### config.mk
export PLATFORM = sky130hd
export DESIGN_NAME = multi_channel_soft_timer_bank_unit
export DESIGN_NICKNAME = d
export VERILOG_FILES = /design/src/rtl/mcst_pkg.sv /design/src/rtl/multi_channel_soft_timer_bank_unit.sv /design/src/rtl/mcst_div.sv /design/src/rtl/mcst_ctrl.sv /design/src/rtl/mcst_dpath.sv
export VERILOG_INCLUDE_DIRS = /design/src /design/src/rtl
export SDC_FILE = /design/constraint.sdc
export NUM_CORES = 2
export LEC_CHECK = 0
export BUFFER_PORTS_ARGS = -buffer_cell sky130_fd_sc_hd__buf_2
export CAP_MARGIN = 30
export CORE_MARGIN = 3
export CORE_UTILIZATION = 47
export DETAILED_ROUTE_END_ITERATION = 8
export MAX_ROUTING_LAYER = met4
export PLACE_DENSITY = 0.6
export RECOVER_POWER = 25
export REMOVE_ABC_BUFFERS = 1
export SLEW_MARGIN = 20
export SYNTH_ARGS = -nofsm -noshare
export SYNTH_HDL_FRONTEND = slang
export SYNTH_SLANG_ARGS = --single-unit
### constraint.sdc
create_clock -name i_clk -period 13.69 [get_ports i_clk]
set_input_delay 2.738 -clock i_clk [delete_from_list [all_inputs] [get_ports i_clk]]
set_output_delay 2.738 -clock i_clk [all_outputs]
set_load 0.02 [all_outputs]
### src/rtl/assert_macros.svh
// Assertion macros shared by the timer bank RTL.
// Files that check their own logic pull this header in by name.
`ifndef ASSERT_MACROS_SVH
`define ASSERT_MACROS_SVH

// Same-cycle implication, checked outside reset.
`define MCST_ASSERT_NOW(label, clk, rst_n, ante, cons, msg) \
    label: assert property (@(posedge clk) disable iff (!rst_n) (ante) |-> (cons)) \
        else $error(msg);

// Next-cycle implication, checked outside reset.
`define MCST_ASSERT_NEXT(label, clk, rst_n, ante, cons, msg) \
    label: assert property (@(posedge clk) disable iff (!rst_n) (ante) |=> (cons)) \
        else $error(msg);

`endif

### src/rtl/mcst_pkg.sv
// Package for the multi-channel timer bank: widths, request codes,
// controller states and the command/status structs. No dependencies.
`timescale 1ns / 1ps

package mcst_pkg;

    localparam int TIME_W    = 32;
    localparam int MASK_W    = 8;
    localparam int REQ_W     = 3;
    localparam int CHAN_W    = 3;
    localparam int IN_DATA_W = 72;   // channel + period + now, padded to bytes
    localparam int OUT_DATA_W = 48;  // fired + running + nearest
    localparam int DIV_STEPS = 32;
    localparam int DIV_CNT_W = 5;

    localparam logic [REQ_W-1:0] REQ_TICK           = 3'd0;
    localparam logic [REQ_W-1:0] REQ_SET_PERIOD     = 3'd1;
    localparam logic [REQ_W-1:0] REQ_START_ONCE     = 3'd2;
    localparam logic [REQ_W-1:0] REQ_START_PERIODIC = 3'd3;
    localparam logic [REQ_W-1:0] REQ_DISABLE        = 3'd4;

    typedef enum logic [2:0] {
        ST_IDLE,
        ST_DECODE,
        ST_TICK_CHK,
        ST_DIV_RUN,
        ST_NEAR_SCAN,
        ST_DONE
    } t_state;

    typedef struct packed {
        logic latch_req;
        logic apply_req;
        logic idx_clr;
        logic idx_inc;
        logic tick_upd;
        logic div_start;
        logic div_upd;
        logic near_clr;
        logic near_step;
        logic out_load;
    } t_cmd;

    typedef struct packed {
        logic is_tick;
        logic need_div;
        logic idx_last;
        logic div_done;
    } t_sts;

endpackage

### src/rtl/multi_channel_soft_timer_bank_unit.sv
// One request word at a time: a new word is accepted only when the controller is idle, after the
// per-channel tick check, any catch-up runs of the remainder unit and the nearest-deadline scan
// over the channel registers. A synchronous active-low reset clears all channels at once.
// Top level: stream ports, controller and datapath. Depends on mcst_pkg,
// mcst_ctrl and mcst_dpath.
`timescale 1ns / 1ps

module multi_channel_soft_timer_bank_unit #(
    parameter int NUM_CHANNELS = 8
) (
    input  logic                            i_clk,
    input  logic                            i_rst_n,
    input  logic                            s_axis_tvalid,
    output logic                            s_axis_tready,
    // [2:0] channel, [34:3] period_ms, [66:35] now_ms, [71:67] zero
    input  logic [mcst_pkg::IN_DATA_W-1:0]  s_axis_tdata,
    // [2:0] req_type
    input  logic [mcst_pkg::REQ_W-1:0]      s_axis_tuser,
    output logic                            m_axis_tvalid,
    input  logic                            m_axis_tready,
    // [7:0] fired_mask, [15:8] running_mask, [47:16] nearest_ms
    output logic [mcst_pkg::OUT_DATA_W-1:0] m_axis_tdata,
    // [0] nearest_valid
    output logic                            m_axis_tuser
);

    mcst_pkg::t_cmd              w_cmd;
    mcst_pkg::t_sts              w_sts;
    logic                        w_in_ready;
    logic [mcst_pkg::MASK_W-1:0] w_fired;
    logic [mcst_pkg::MASK_W-1:0] w_running;
    logic [mcst_pkg::TIME_W-1:0] w_nearest;
    logic                        w_have;

    mcst_ctrl u_ctrl (
        .i_clk       (i_clk),
        .i_rst_n     (i_rst_n),
        .i_in_valid  (s_axis_tvalid),
        .o_in_ready  (w_in_ready),
        .o_out_valid (m_axis_tvalid),
        .i_out_ready (m_axis_tready),
        .i_sts       (w_sts),
        .o_cmd       (w_cmd)
    );

    mcst_dpath #(
        .NUM_CHANNELS (NUM_CHANNELS)
    ) u_dpath (
        .i_clk           (i_clk),
        .i_rst_n         (i_rst_n),
        .i_cmd           (w_cmd),
        .o_sts           (w_sts),
        .i_req_type      (s_axis_tuser),
        .i_channel       (s_axis_tdata[2:0]),
        .i_period_ms     (s_axis_tdata[34:3]),
        .i_now_ms        (s_axis_tdata[66:35]),
        .o_fired_mask    (w_fired),
        .o_running_mask  (w_running),
        .o_nearest_ms    (w_nearest),
        .o_nearest_valid (w_have)
    );

    assign s_axis_tready = w_in_ready;
    assign m_axis_tdata  = {w_nearest, w_running, w_fired};
    assign m_axis_tuser  = w_have;

endmodule

### src/rtl/mcst_div.sv
// Restoring remainder unit: one quotient bit per cycle.
// Depends on mcst_pkg and assert_macros.svh.
`timescale 1ns / 1ps
`include "assert_macros.svh"

module mcst_div (
    input  logic                        i_clk,
    input  logic                        i_rst_n,
    input  logic                        i_start,
    input  logic [mcst_pkg::TIME_W-1:0] i_dividend,
    input  logic [mcst_pkg::TIME_W-1:0] i_divisor,
    output logic                        o_done,
    output logic [mcst_pkg::TIME_W-1:0] o_rem
);

    logic                           r_busy;
    logic                           r_done;
    logic [mcst_pkg::DIV_CNT_W-1:0] r_cnt;
    logic [mcst_pkg::TIME_W-1:0]    r_rem;
    logic [mcst_pkg::TIME_W-1:0]    r_dvd;
    logic [mcst_pkg::TIME_W-1:0]    r_dsr;
    logic [mcst_pkg::TIME_W:0]      w_shift;
    logic [mcst_pkg::TIME_W:0]      w_diff;

    assign w_shift = {r_rem, r_dvd[mcst_pkg::TIME_W-1]};
    assign w_diff  = w_shift - {1'b0, r_dsr};

    always_ff @(posedge i_clk) begin
        if (!i_rst_n) begin
            r_busy <= 1'b0;
            r_done <= 1'b0;
            r_cnt  <= '0;
        end else if (i_start) begin
            r_busy <= 1'b1;
            r_done <= 1'b0;
            r_cnt  <= '0;
        end else if (r_busy) begin
            r_cnt <= r_cnt + 1'b1;
            if (r_cnt == mcst_pkg::DIV_CNT_W'(mcst_pkg::DIV_STEPS - 1)) begin
                r_busy <= 1'b0;
                r_done <= 1'b1;
            end
        end else begin
            r_done <= 1'b0;
        end
    end

    always_ff @(posedge i_clk) begin
        if (i_start) begin
            r_rem <= '0;
            r_dvd <= i_dividend;
            r_dsr <= i_divisor;
        end else if (r_busy) begin
            // subtract when the shifted partial remainder covers the divisor
            if (!w_diff[mcst_pkg::TIME_W]) begin
                r_rem <= w_diff[mcst_pkg::TIME_W-1:0];
            end else begin
                r_rem <= w_shift[mcst_pkg::TIME_W-1:0];
            end
            r_dvd <= {r_dvd[mcst_pkg::TIME_W-2:0], 1'b0};
        end
    end

    assign o_done = r_done;
    assign o_rem  = r_rem;

    `MCST_ASSERT_NOW(a_rem_below_divisor, i_clk, i_rst_n, r_done, r_rem < r_dsr, "remainder not below divisor")
    `MCST_ASSERT_NEXT(a_start_busy, i_clk, i_rst_n, i_start, r_busy && !r_done, "divider did not start")

endmodule

### src/rtl/mcst_ctrl.sv
// Controller FSM: sequences decode, per-channel tick check, catch-up division,
// nearest-deadline scan and result handoff. Depends on mcst_pkg.
`timescale 1ns / 1ps
`include "assert_macros.svh"

module mcst_ctrl (
    input  logic             i_clk,
    input  logic             i_rst_n,
    input  logic             i_in_valid,
    output logic             o_in_ready,
    output logic             o_out_valid,
    input  logic             i_out_ready,
    input  mcst_pkg::t_sts   i_sts,
    output mcst_pkg::t_cmd   o_cmd
);

    mcst_pkg::t_state r_state;
    mcst_pkg::t_state n_state;
    logic             r_out_valid;
    mcst_pkg::t_cmd   w_cmd;

    always_ff @(posedge i_clk) begin
        if (!i_rst_n) begin
            r_state     <= mcst_pkg::ST_IDLE;
            r_out_valid <= 1'b0;
        end else begin
            r_state <= n_state;
            if (w_cmd.out_load) begin
                r_out_valid <= 1'b1;
            end else if (i_out_ready) begin
                r_out_valid <= 1'b0;
            end
        end
    end

    always_comb begin
        n_state = r_state;
        w_cmd   = '0;
        unique case (r_state)
            mcst_pkg::ST_IDLE: begin
                if (i_in_valid) begin
                    w_cmd.latch_req = 1'b1;
                    n_state         = mcst_pkg::ST_DECODE;
                end
            end
            mcst_pkg::ST_DECODE: begin
                w_cmd.idx_clr = 1'b1;
                if (i_sts.is_tick) begin
                    n_state = mcst_pkg::ST_TICK_CHK;
                end else begin
                    w_cmd.apply_req = 1'b1;
                    w_cmd.near_clr  = 1'b1;
                    n_state         = mcst_pkg::ST_NEAR_SCAN;
                end
            end
            mcst_pkg::ST_TICK_CHK: begin
                if (i_sts.need_div) begin
                    w_cmd.div_start = 1'b1;
                    n_state         = mcst_pkg::ST_DIV_RUN;
                end else begin
                    w_cmd.tick_upd = 1'b1;
                    if (i_sts.idx_last) begin
                        w_cmd.idx_clr  = 1'b1;
                        w_cmd.near_clr = 1'b1;
                        n_state        = mcst_pkg::ST_NEAR_SCAN;
                    end else begin
                        w_cmd.idx_inc = 1'b1;
                    end
                end
            end
            mcst_pkg::ST_DIV_RUN: begin
                if (i_sts.div_done) begin
                    w_cmd.div_upd = 1'b1;
                    if (i_sts.idx_last) begin
                        w_cmd.idx_clr  = 1'b1;
                        w_cmd.near_clr = 1'b1;
                        n_state        = mcst_pkg::ST_NEAR_SCAN;
                    end else begin
                        w_cmd.idx_inc = 1'b1;
                        n_state       = mcst_pkg::ST_TICK_CHK;
                    end
                end
            end
            mcst_pkg::ST_NEAR_SCAN: begin
                w_cmd.near_step = 1'b1;
                if (i_sts.idx_last) begin
                    n_state = mcst_pkg::ST_DONE;
                end else begin
                    w_cmd.idx_inc = 1'b1;
                end
            end
            mcst_pkg::ST_DONE: begin
                // hold the result until the output register is free
                if (!r_out_valid || i_out_ready) begin
                    w_cmd.out_load = 1'b1;
                    n_state        = mcst_pkg::ST_IDLE;
                end
            end
            default: begin
                n_state = mcst_pkg::ST_IDLE;
            end
        endcase
    end

    assign o_cmd       = w_cmd;
    assign o_in_ready  = (r_state == mcst_pkg::ST_IDLE);
    assign o_out_valid = r_out_valid;

    `MCST_ASSERT_NOW(a_no_overwrite, i_clk, i_rst_n, w_cmd.out_load, !r_out_valid || i_out_ready, "pending word overwritten")

endmodule

### src/rtl/mcst_dpath.sv
// Datapath: channel storage, request registers, tick update, nearest scan
// and output word register. Depends on mcst_pkg and mcst_div.
`timescale 1ns / 1ps
`include "assert_macros.svh"

module mcst_dpath #(
    parameter int NUM_CHANNELS = 8
) (
    input  logic                        i_clk,
    input  logic                        i_rst_n,
    input  mcst_pkg::t_cmd              i_cmd,
    output mcst_pkg::t_sts              o_sts,
    input  logic [mcst_pkg::REQ_W-1:0]  i_req_type,
    input  logic [mcst_pkg::CHAN_W-1:0] i_channel,
    input  logic [mcst_pkg::TIME_W-1:0] i_period_ms,
    input  logic [mcst_pkg::TIME_W-1:0] i_now_ms,
    output logic [mcst_pkg::MASK_W-1:0] o_fired_mask,
    output logic [mcst_pkg::MASK_W-1:0] o_running_mask,
    output logic [mcst_pkg::TIME_W-1:0] o_nearest_ms,
    output logic                        o_nearest_valid
);

    localparam int IDX_W = (NUM_CHANNELS > 1) ? $clog2(NUM_CHANNELS) : 1;

    logic [mcst_pkg::TIME_W-1:0] r_period   [NUM_CHANNELS];
    logic [mcst_pkg::TIME_W-1:0] r_deadline [NUM_CHANNELS];
    logic [NUM_CHANNELS-1:0]     r_active;
    logic [NUM_CHANNELS-1:0]     r_repeat;

    logic [mcst_pkg::REQ_W-1:0]  r_req;
    logic                        r_chan_ok;
    logic [mcst_pkg::TIME_W-1:0] r_period_in;
    logic [mcst_pkg::TIME_W-1:0] r_now;
    logic [IDX_W-1:0]            r_idx;

    logic [mcst_pkg::MASK_W-1:0] r_fired;
    logic [mcst_pkg::MASK_W-1:0] r_running;
    logic [mcst_pkg::TIME_W-1:0] r_nearest;
    logic [mcst_pkg::TIME_W-1:0] r_best;
    logic                        r_have;

    logic [mcst_pkg::MASK_W-1:0] r_out_fired;
    logic [mcst_pkg::MASK_W-1:0] r_out_running;
    logic [mcst_pkg::TIME_W-1:0] r_out_nearest;
    logic                        r_out_have;

    logic                        w_chan_ok;
    logic [mcst_pkg::TIME_W-1:0] w_p;
    logic [mcst_pkg::TIME_W-1:0] w_d;
    logic [mcst_pkg::TIME_W-1:0] w_e;
    logic [mcst_pkg::TIME_W-1:0] w_gap;
    logic                        w_hit;
    logic                        w_in_mask;
    logic                        w_need_div;
    logic                        w_div_done;
    logic [mcst_pkg::TIME_W-1:0] w_rem;
    logic [mcst_pkg::TIME_W-1:0] w_catch_up;

    assign w_chan_ok  = (32'(i_channel) < NUM_CHANNELS);
    assign w_p        = r_period[r_idx];
    assign w_d        = r_deadline[r_idx];
    assign w_e        = r_now - w_d;
    assign w_gap      = w_d - r_now;
    assign w_hit      = r_active[r_idx] && !w_e[mcst_pkg::TIME_W-1];
    assign w_in_mask  = (32'(r_idx) < mcst_pkg::MASK_W);
    assign w_need_div = w_hit && r_repeat[r_idx] && (w_p != '0) && (w_e != '0);
    // next deadline is the first period boundary at or after the current time
    assign w_catch_up = (w_rem == '0) ? r_now : (r_now + (w_p - w_rem));

    mcst_div u_div (
        .i_clk      (i_clk),
        .i_rst_n    (i_rst_n),
        .i_start    (i_cmd.div_start),
        .i_dividend (w_e),
        .i_divisor  (w_p),
        .o_done     (w_div_done),
        .o_rem      (w_rem)
    );

    always_comb begin
        o_sts          = '0;
        o_sts.is_tick  = (r_req == mcst_pkg::REQ_TICK);
        o_sts.need_div = w_need_div;
        o_sts.idx_last = (r_idx == IDX_W'(NUM_CHANNELS - 1));
        o_sts.div_done = w_div_done;
    end

    // request word and scan index
    always_ff @(posedge i_clk) begin
        if (i_cmd.latch_req) begin
            r_req       <= i_req_type;
            r_chan_ok   <= w_chan_ok;
            r_period_in <= i_period_ms;
            r_now       <= i_now_ms;
            r_idx       <= w_chan_ok ? IDX_W'(i_channel) : '0;
        end else if (i_cmd.idx_clr && !i_cmd.apply_req) begin
            r_idx <= '0;
        end else if (i_cmd.idx_clr) begin
            r_idx <= '0;
        end else if (i_cmd.idx_inc) begin
            r_idx <= r_idx + 1'b1;
        end
    end

    // channel state
    always_ff @(posedge i_clk) begin
        if (!i_rst_n) begin
            for (int c = 0; c < NUM_CHANNELS; c++) begin
                r_period[c]   <= '0;
                r_deadline[c] <= '0;
            end
            r_active <= '0;
            r_repeat <= '0;
        end else if (i_cmd.apply_req && r_chan_ok) begin
            unique case (r_req)
                mcst_pkg::REQ_SET_PERIOD: begin
                    r_period[r_idx] <= r_period_in;
                end
                mcst_pkg::REQ_START_ONCE, mcst_pkg::REQ_START_PERIODIC: begin
                    r_repeat[r_idx]   <= (r_req == mcst_pkg::REQ_START_PERIODIC);
                    r_deadline[r_idx] <= r_now + w_p;
                    r_active[r_idx]   <= 1'b1;
                end
                mcst_pkg::REQ_DISABLE: begin
                    r_active[r_idx] <= 1'b0;
                    r_repeat[r_idx] <= 1'b0;
                end
                default: begin
                end
            endcase
        end else if (i_cmd.tick_upd && w_hit) begin
            if (!r_repeat[r_idx]) begin
                r_active[r_idx] <= 1'b0;
            end else if (w_p == '0) begin
                // periodic with no period: disarm
                r_active[r_idx] <= 1'b0;
                r_repeat[r_idx] <= 1'b0;
            end else begin
                // deadline exactly now: advance one period
                r_deadline[r_idx] <= r_now + w_p;
            end
        end else if (i_cmd.div_upd) begin
            r_deadline[r_idx] <= w_catch_up;
        end
    end

    // fired mask and nearest scan
    always_ff @(posedge i_clk) begin
        if (i_cmd.latch_req) begin
            r_fired <= '0;
        end else if ((i_cmd.tick_upd && w_hit) || i_cmd.div_upd) begin
            if (w_in_mask) begin
                r_fired[3'(r_idx)] <= 1'b1;
            end
        end
        if (i_cmd.near_clr) begin
            r_running <= '0;
            r_nearest <= '0;
            r_best    <= '0;
            r_have    <= 1'b0;
        end else if (i_cmd.near_step && r_active[r_idx]) begin
            if (w_in_mask) begin
                r_running[3'(r_idx)] <= 1'b1;
            end
            if (!r_have || ($signed(w_gap) < $signed(r_best))) begin
                r_have    <= 1'b1;
                r_best    <= w_gap;
                r_nearest <= w_d;
            end
        end
    end

    always_ff @(posedge i_clk) begin
        if (i_cmd.out_load) begin
            r_out_fired   <= r_fired;
            r_out_running <= r_running;
            r_out_nearest <= r_nearest;
            r_out_have    <= r_have;
        end
    end

    assign o_fired_mask    = r_out_fired;
    assign o_running_mask  = r_out_running;
    assign o_nearest_ms    = r_out_nearest;
    assign o_nearest_valid = r_out_have;

    `MCST_ASSERT_NOW(a_no_skipped_div, i_clk, i_rst_n, i_cmd.tick_upd, !w_need_div, "catch-up division skipped")
    `MCST_ASSERT_NEXT(a_scan_sets_have, i_clk, i_rst_n, i_cmd.near_step && r_active[r_idx], r_have, "active channel missed by scan")

endmodule
=== Yosys cells after proc, flatten, opt, wreduce, memory -nomap -nowiden ===
Memory sizes are Yosys's and may differ from the RTL's. A register that Yosys moved wholly into a read port is not among the register bits.
Cells that the tools add are included.

* Add/subtract/negate cells: 8
* Magnitude comparators: 3
* Eq/ne operators: 18
* Mux-type cells: 88
* Bitwise gates (word level): 10
* Reductions and logical operators: 36

{| class="wikitable"
|+ Operator list
! cell !! number
|-
| $mux W32 || 8
|-
| $sub A32 B32 Y32 || 3
|-
| $add A32 B32 Y32 || 2
|-
| $logic_not A32 Y1 || 2
|-
| $mux W8 || 8
|-
| $reduce_bool A32 Y1 || 2
|-
| $reduce_or A32 Y1 || 2
|-
| $mux W3 || 17
|-
| $mux W1 || 42
|-
| $sub A33 B32 Y33 || 1
|-
| $lt A32 B32 Y1 || 1
|-
| $pmux W8 S2 || 2
|-
| $or A8 B8 Y8 || 3
|-
| $pmux W3 S6 || 1
|-
| $and A8 B8 Y8 || 2
|-
| $eq A3 B2 Y1 const B || 4
|-
| $eq A3 B3 Y1 const B || 4
|-
| $reduce_bool A2 Y1 || 5
|-
| $pmux W1 S3 || 3
|-
| $bwmux W8 || 1
|-
| $logic_and A1 B1 Y1 || 8
|-
| $not A8 Y8 || 1
|-
| $bmux W1 S3 || 2
|-
| $eq A3 B1 Y1 const B || 2
|-
| other kinds (24) || 37
|}

* Register bits after elaboration: 323
* RAM bits: 512
* Memories: 2

{| class="wikitable"
|+ Memories
! name !! words !! width !! rd ports !! clocked after memory_dff !! write ports !! RTL line !! source
|-
| u_dpath.r_deadline || 8 || 32 || 1 || 1 || 8 || mcst_dpath.sv:26 || <nowiki>logic [mcst_pkg::TIME_W-1:0] r_deadline [NUM_CHANNELS];</nowiki>
|-
| u_dpath.r_period || 8 || 32 || 1 || 1 || 8 || mcst_dpath.sv:25 || <nowiki>logic [mcst_pkg::TIME_W-1:0] r_period [NUM_CHANNELS];</nowiki>
|}

=== Longest topological paths before layout ===
* Word-level depth: 17
* Gate-level depth with buffers: 34
* Gate-level depth less buffers: 27

=== Cells and area by module ===
From an unflattened synthesis, not the netlist that was laid out.

* Cell total of the unflattened synthesis: 3971
* Area total of the unflattened synthesis: 45651.3 µm²

{| class="wikitable"
|+ Modules (own cells, without submodules)
! module !! instances !! cells each !! area an instance (µm²)
|-
| mcst_dpath || 1 || 3342 || 39227.6
|-
| mcst_div || 1 || 574 || 5997.0
|-
| mcst_ctrl || 1 || 55 || 426.7
|}

=== Worst setup path after synthesis ===
Ideal clock, no wire load.

* Kind: reg2reg
* From: reg (tool-made name)
* To: reg u_dpath.r_best[16] in the netlist's numbering
* Arrival: 6948 ps
* Required time: 13573 ps
* Slack: 6624 ps
* Stages on the path, launching flop included: 35
* Cell sequence: dfxtp_1 > buf_2 > buf_4 > buf_2 > buf_1 > mux4_2 > mux2_2 > inv_1 > ha_1 > inv_1 > fa_1 > a211oi_1 > nor2_1 > o311ai_0 > a2111oi_0 > a221oi_1 > a21oi_1 > a21boi_0 > o21ai_0 > xnor2_1 > ha_1 > a21oi_1 > nor2b_1 > o21ai_0 > a21oi_1 > o21a_1 > o21ai_0 > nand3_1 > xnor2_1 > a21boi_0 > buf_2 > buf_4 > buf_2 > mux2i_1 > nor2_1

{| class="wikitable"
|+ RTL lines
! item !! RTL line !! source
|-
| to (signal assigned) || mcst_dpath.sv:167 || <nowiki>r_best <= w_gap;</nowiki>
|-
| to (decl) || mcst_dpath.sv:39 || <nowiki>logic [mcst_pkg::TIME_W-1:0] r_best;</nowiki>
|}

==> summary.md <==
| Metric | Value |
|---|---|
| Status | finished, violations left |
| Failing checks | capacitance limit, slew limit |
| Simple-gate share of the synthesized area | 0.136 |
| Mux cell area share after synthesis | 0.0952 |
| Maxcap violations | 12 |
| Core Rows | 113 |
| Pwr Total | 0.0119 W |
| Clock-pin transition on the worst setup and hold timing paths | 0.06 ns |
| Worst setup SP type | flip-flop |
| CP Max Fanout | 38 |
| Top-Level Pins | 130 |
| Fin. max-slew vios | 403 |
| Share of cells above drive strength 1 | 0.116 |
| Antenna fix cells | 0 |
| Post-CTS Setup Inserts | 0 |
| Vias | 30600 |
| Vias in the first global route | 29900 |
| Final instance area | 50000 sq um |
| Die X | 317 microns |
| Initial DRT Pass Iterations | 5 |
| Slowest cell on crit path | clkbuf_1 |
| Worst-Skew Late Latency | 0.70 ns |
| Post-CTS sizing | 0 |
| Syn Area/Cell | 11.6 sq um |
| Min Clock Period, post-route | 10.08 ns |
| Pre-CTS setup slack | 4.97 ns |
| Mapped Cells | 3901 |
| Post-layout util | 0.525 |
| WP data arrival | 10.50 ns |
| Post-DP Area | 47200 sq um |
| Pwr Density | 237 nW/um^2 |
| Total Wirelength | 122000 microns |
| Clock Path Buffers | 3 |
| CP cell instances | clkbuf_1, buf_4, mux4_2, mux2i_1, fa_1, inv_1, ha_1, a211oi_1, o21ai_0, o311a_1, o31ai_1, o31a_1, o311ai_1, nand2_1, a2111oi_0, nor3_1, xor2_1, nor2_1 |
| Skew final | 0.0394 ns |
| Slew @ Worst Pin | 3.44 ns |
| Peak Freq | 99.2 MHz |
| Gr usage total | 0.251 |
| Initial core utilization | 0.476 |
| Period utilisation layout | 0.736 |
| Worst Hold Class | flip-flop to flip-flop |
| Area grow syn2layout | 10.3% |
| Drt drc | 0 |
| CP endpoint kind | flip-flop |
| Grt ovf | 0 |
| #FFs+latches synth | 838 |
| Top FF cell, synth | edfxtp_1 |
| Asr flop ratio synth | 0 |
| Die area | 100000 sq um |
| First-pass GRT wire length | 184000 microns |
| Worst slew margin | -1.29 |
| Chip Height | 317 microns |
| RSZ-0062 raised after global routing | no |
| Crit path buf inv count | 3 |
| Synth Area in Adders | 0.0687 |
| Crit Path Category | flip-flop to flip-flop |
| Routability congestion estimate | 0.925 |
| Post-route ant nets | 0 |
| Number of buffers created by CTS | 92 |
| Setup WS post-layout | 3.61 ns |
| Largest net degree at the start of global routing | 74 |
| Cell Area, Synth | 45300 sq um |
| CTS tree | done |
| Clk sinks | 838 |
| Synth Area in Compound Gates | 0.112 |
| Largest registers | u_dpath.r_deadline (256), u_dpath.r_period (256) |
| Post-synth EDFFs | 695 |
| Xor/xnor cell area share of the yosys netlist | 0.0222 |
| CP delay by family, top | buffers and inverters |
| Post-synthesis sequential area ratio | 0.524 |
| Cts hold-fix bufs | 0 |
| NumNets Final | 4298 |
| Starting DRT DRC Count | 2752 |
| Post-synth cell types | 94 |
| Port Buffers | 124 |
| Final Hold Vio Count | 0 |
| Setup-failing EPs final | 0 |
| Synth warnings | 0 |
| Required time worst endpoint | 14.11 ns |
| CORE AREA | 95300 sq um |
| Largest family of logic cells by synthesized area | simple AND/OR/NAND/NOR gates |
| Final HPWL DP | 83200 microns |
| Clock root cell | clkbuf_16 |
| Pleak | 19.0 nW |
| Drt wl/cell | 22.9 microns |
| Initial antenna violation count | 0 |
| Slowest stage delay, CP | 2.28 ns |
| Vias per cell | 5.73 |
| H-tree depth | 3 |
| Worst vdd ir | 0.104 mV |
[Yosys cell counts (42+ instances only)]
library cell / instances / area share
nor3_1: 74 / 0.0082
o21ai_0: 139 / 0.015
a21oi_1: 191 / 0.021
mux2i_1: 100 / 0.022
buf_2: 42 / 0.0046
xor2_1: 49 / 0.0095
a211oi_1: 63 / 0.010
clkbuf_1: 104 / 0.0086
and2_1: 275 / 0.038
nor2_1: 451 / 0.037
a21o_1: 53 / 0.0088
ha_1: 193 / 0.053
mux4_2: 128 / 0.064
inv_1: 260 / 0.022
edfxtp_1: 695 / 0.46
dfxtp_1: 143 / 0.063
xnor2_1: 64 / 0.012
nand2_1: 219 / 0.018
[per-layer routing]
metal	vias up	GRT usage	wire, microns
met5	-	-	0
met1	15200	0.340	54400
met2	758	0.409	58800
met4	0	0.0583	2910
met3	183	0.0282	5800
li1	14500	-	-
[cell families after synthesis]
family	count (synthesis)
xor+xnor	114
compound gates	762
mux	266
buf+inv	447
simple gates	1246
flops	838
fa+ha+maj	228
[final timing paths]
check	from	to	slack, ns	cells past startpoint
worst min-delay path	u_dpath.r_nearest[18]	u_dpath.o_nearest_ms[18]	0.43	0
worst min register to register	u_dpath.r_nearest[18]	u_dpath.o_nearest_ms[18]	0.43	0
worst max-delay path	flip-flop	u_dpath.r_deadline[1][31]	3.61	18
worst max register to register	flip-flop	u_dpath.r_deadline[1][31]	3.61	18
[layout make-up]
| class | count | area [sq um] |
|---|---|---|
| Clock inverter | 53 | 543 |
| Multi-Input combinational cell | 2616 | 19800 |
| Tap cell | 1265 | 1580 |
| Sequential cell | 838 | 23700 |
| Clock buffer | 114 | 2410 |
| Fill cell | 8371 | 45300 |
| Timing Repair Buffer | 181 | 928 |
| Inverter | 262 | 985 |
[per-stage QoR]
stage          hold WS, ns  setup TNS [ns]  std cells
2_1_floorplan        0.408         -235.46       3716
3_3_place_gp         0.415               0       5159
3_5_place_dp         0.415               0       5159
4_1_cts              0.430               0       5326
5_1_grt              0.434               0       5329
6_report             0.429               0       5329
[power breakdown]
| group | total [W] | switching, W | leakage (nW) | internal, W |
|---|---|---|---|---|
| Sequential | 0.00326 | 0.000253 | 8.16 | 0.00301 |
| Clock | 0.00244 | 0.00106 | 1.44 | 0.00138 |
| Combinational | 0.00616 | 0.00383 | 9.42 | 0.00233 |
[placed cells by master (no fill, tap or decap), types with 45 or more instances in the layout]
cell,synthesis,routed
a211oi_1,63,63
a21o_1,53,53
a21oi_1,191,191
and2_1,275,234
buf_2,42,63
buf_4,3,45
clkbuf_1,104,91
clkbuf_16,0,92
dfxtp_1,143,139
edfxtp_1,695,695
ha_1,193,193
inv_1,260,258
mux2i_1,100,100
mux4_2,128,128
nand2_1,219,219
nor2_1,451,443
nor3_1,74,74
o21ai_0,139,131
xnor2_1,64,64
xor2_1,49,49
(Power assumes the default switching activity.)
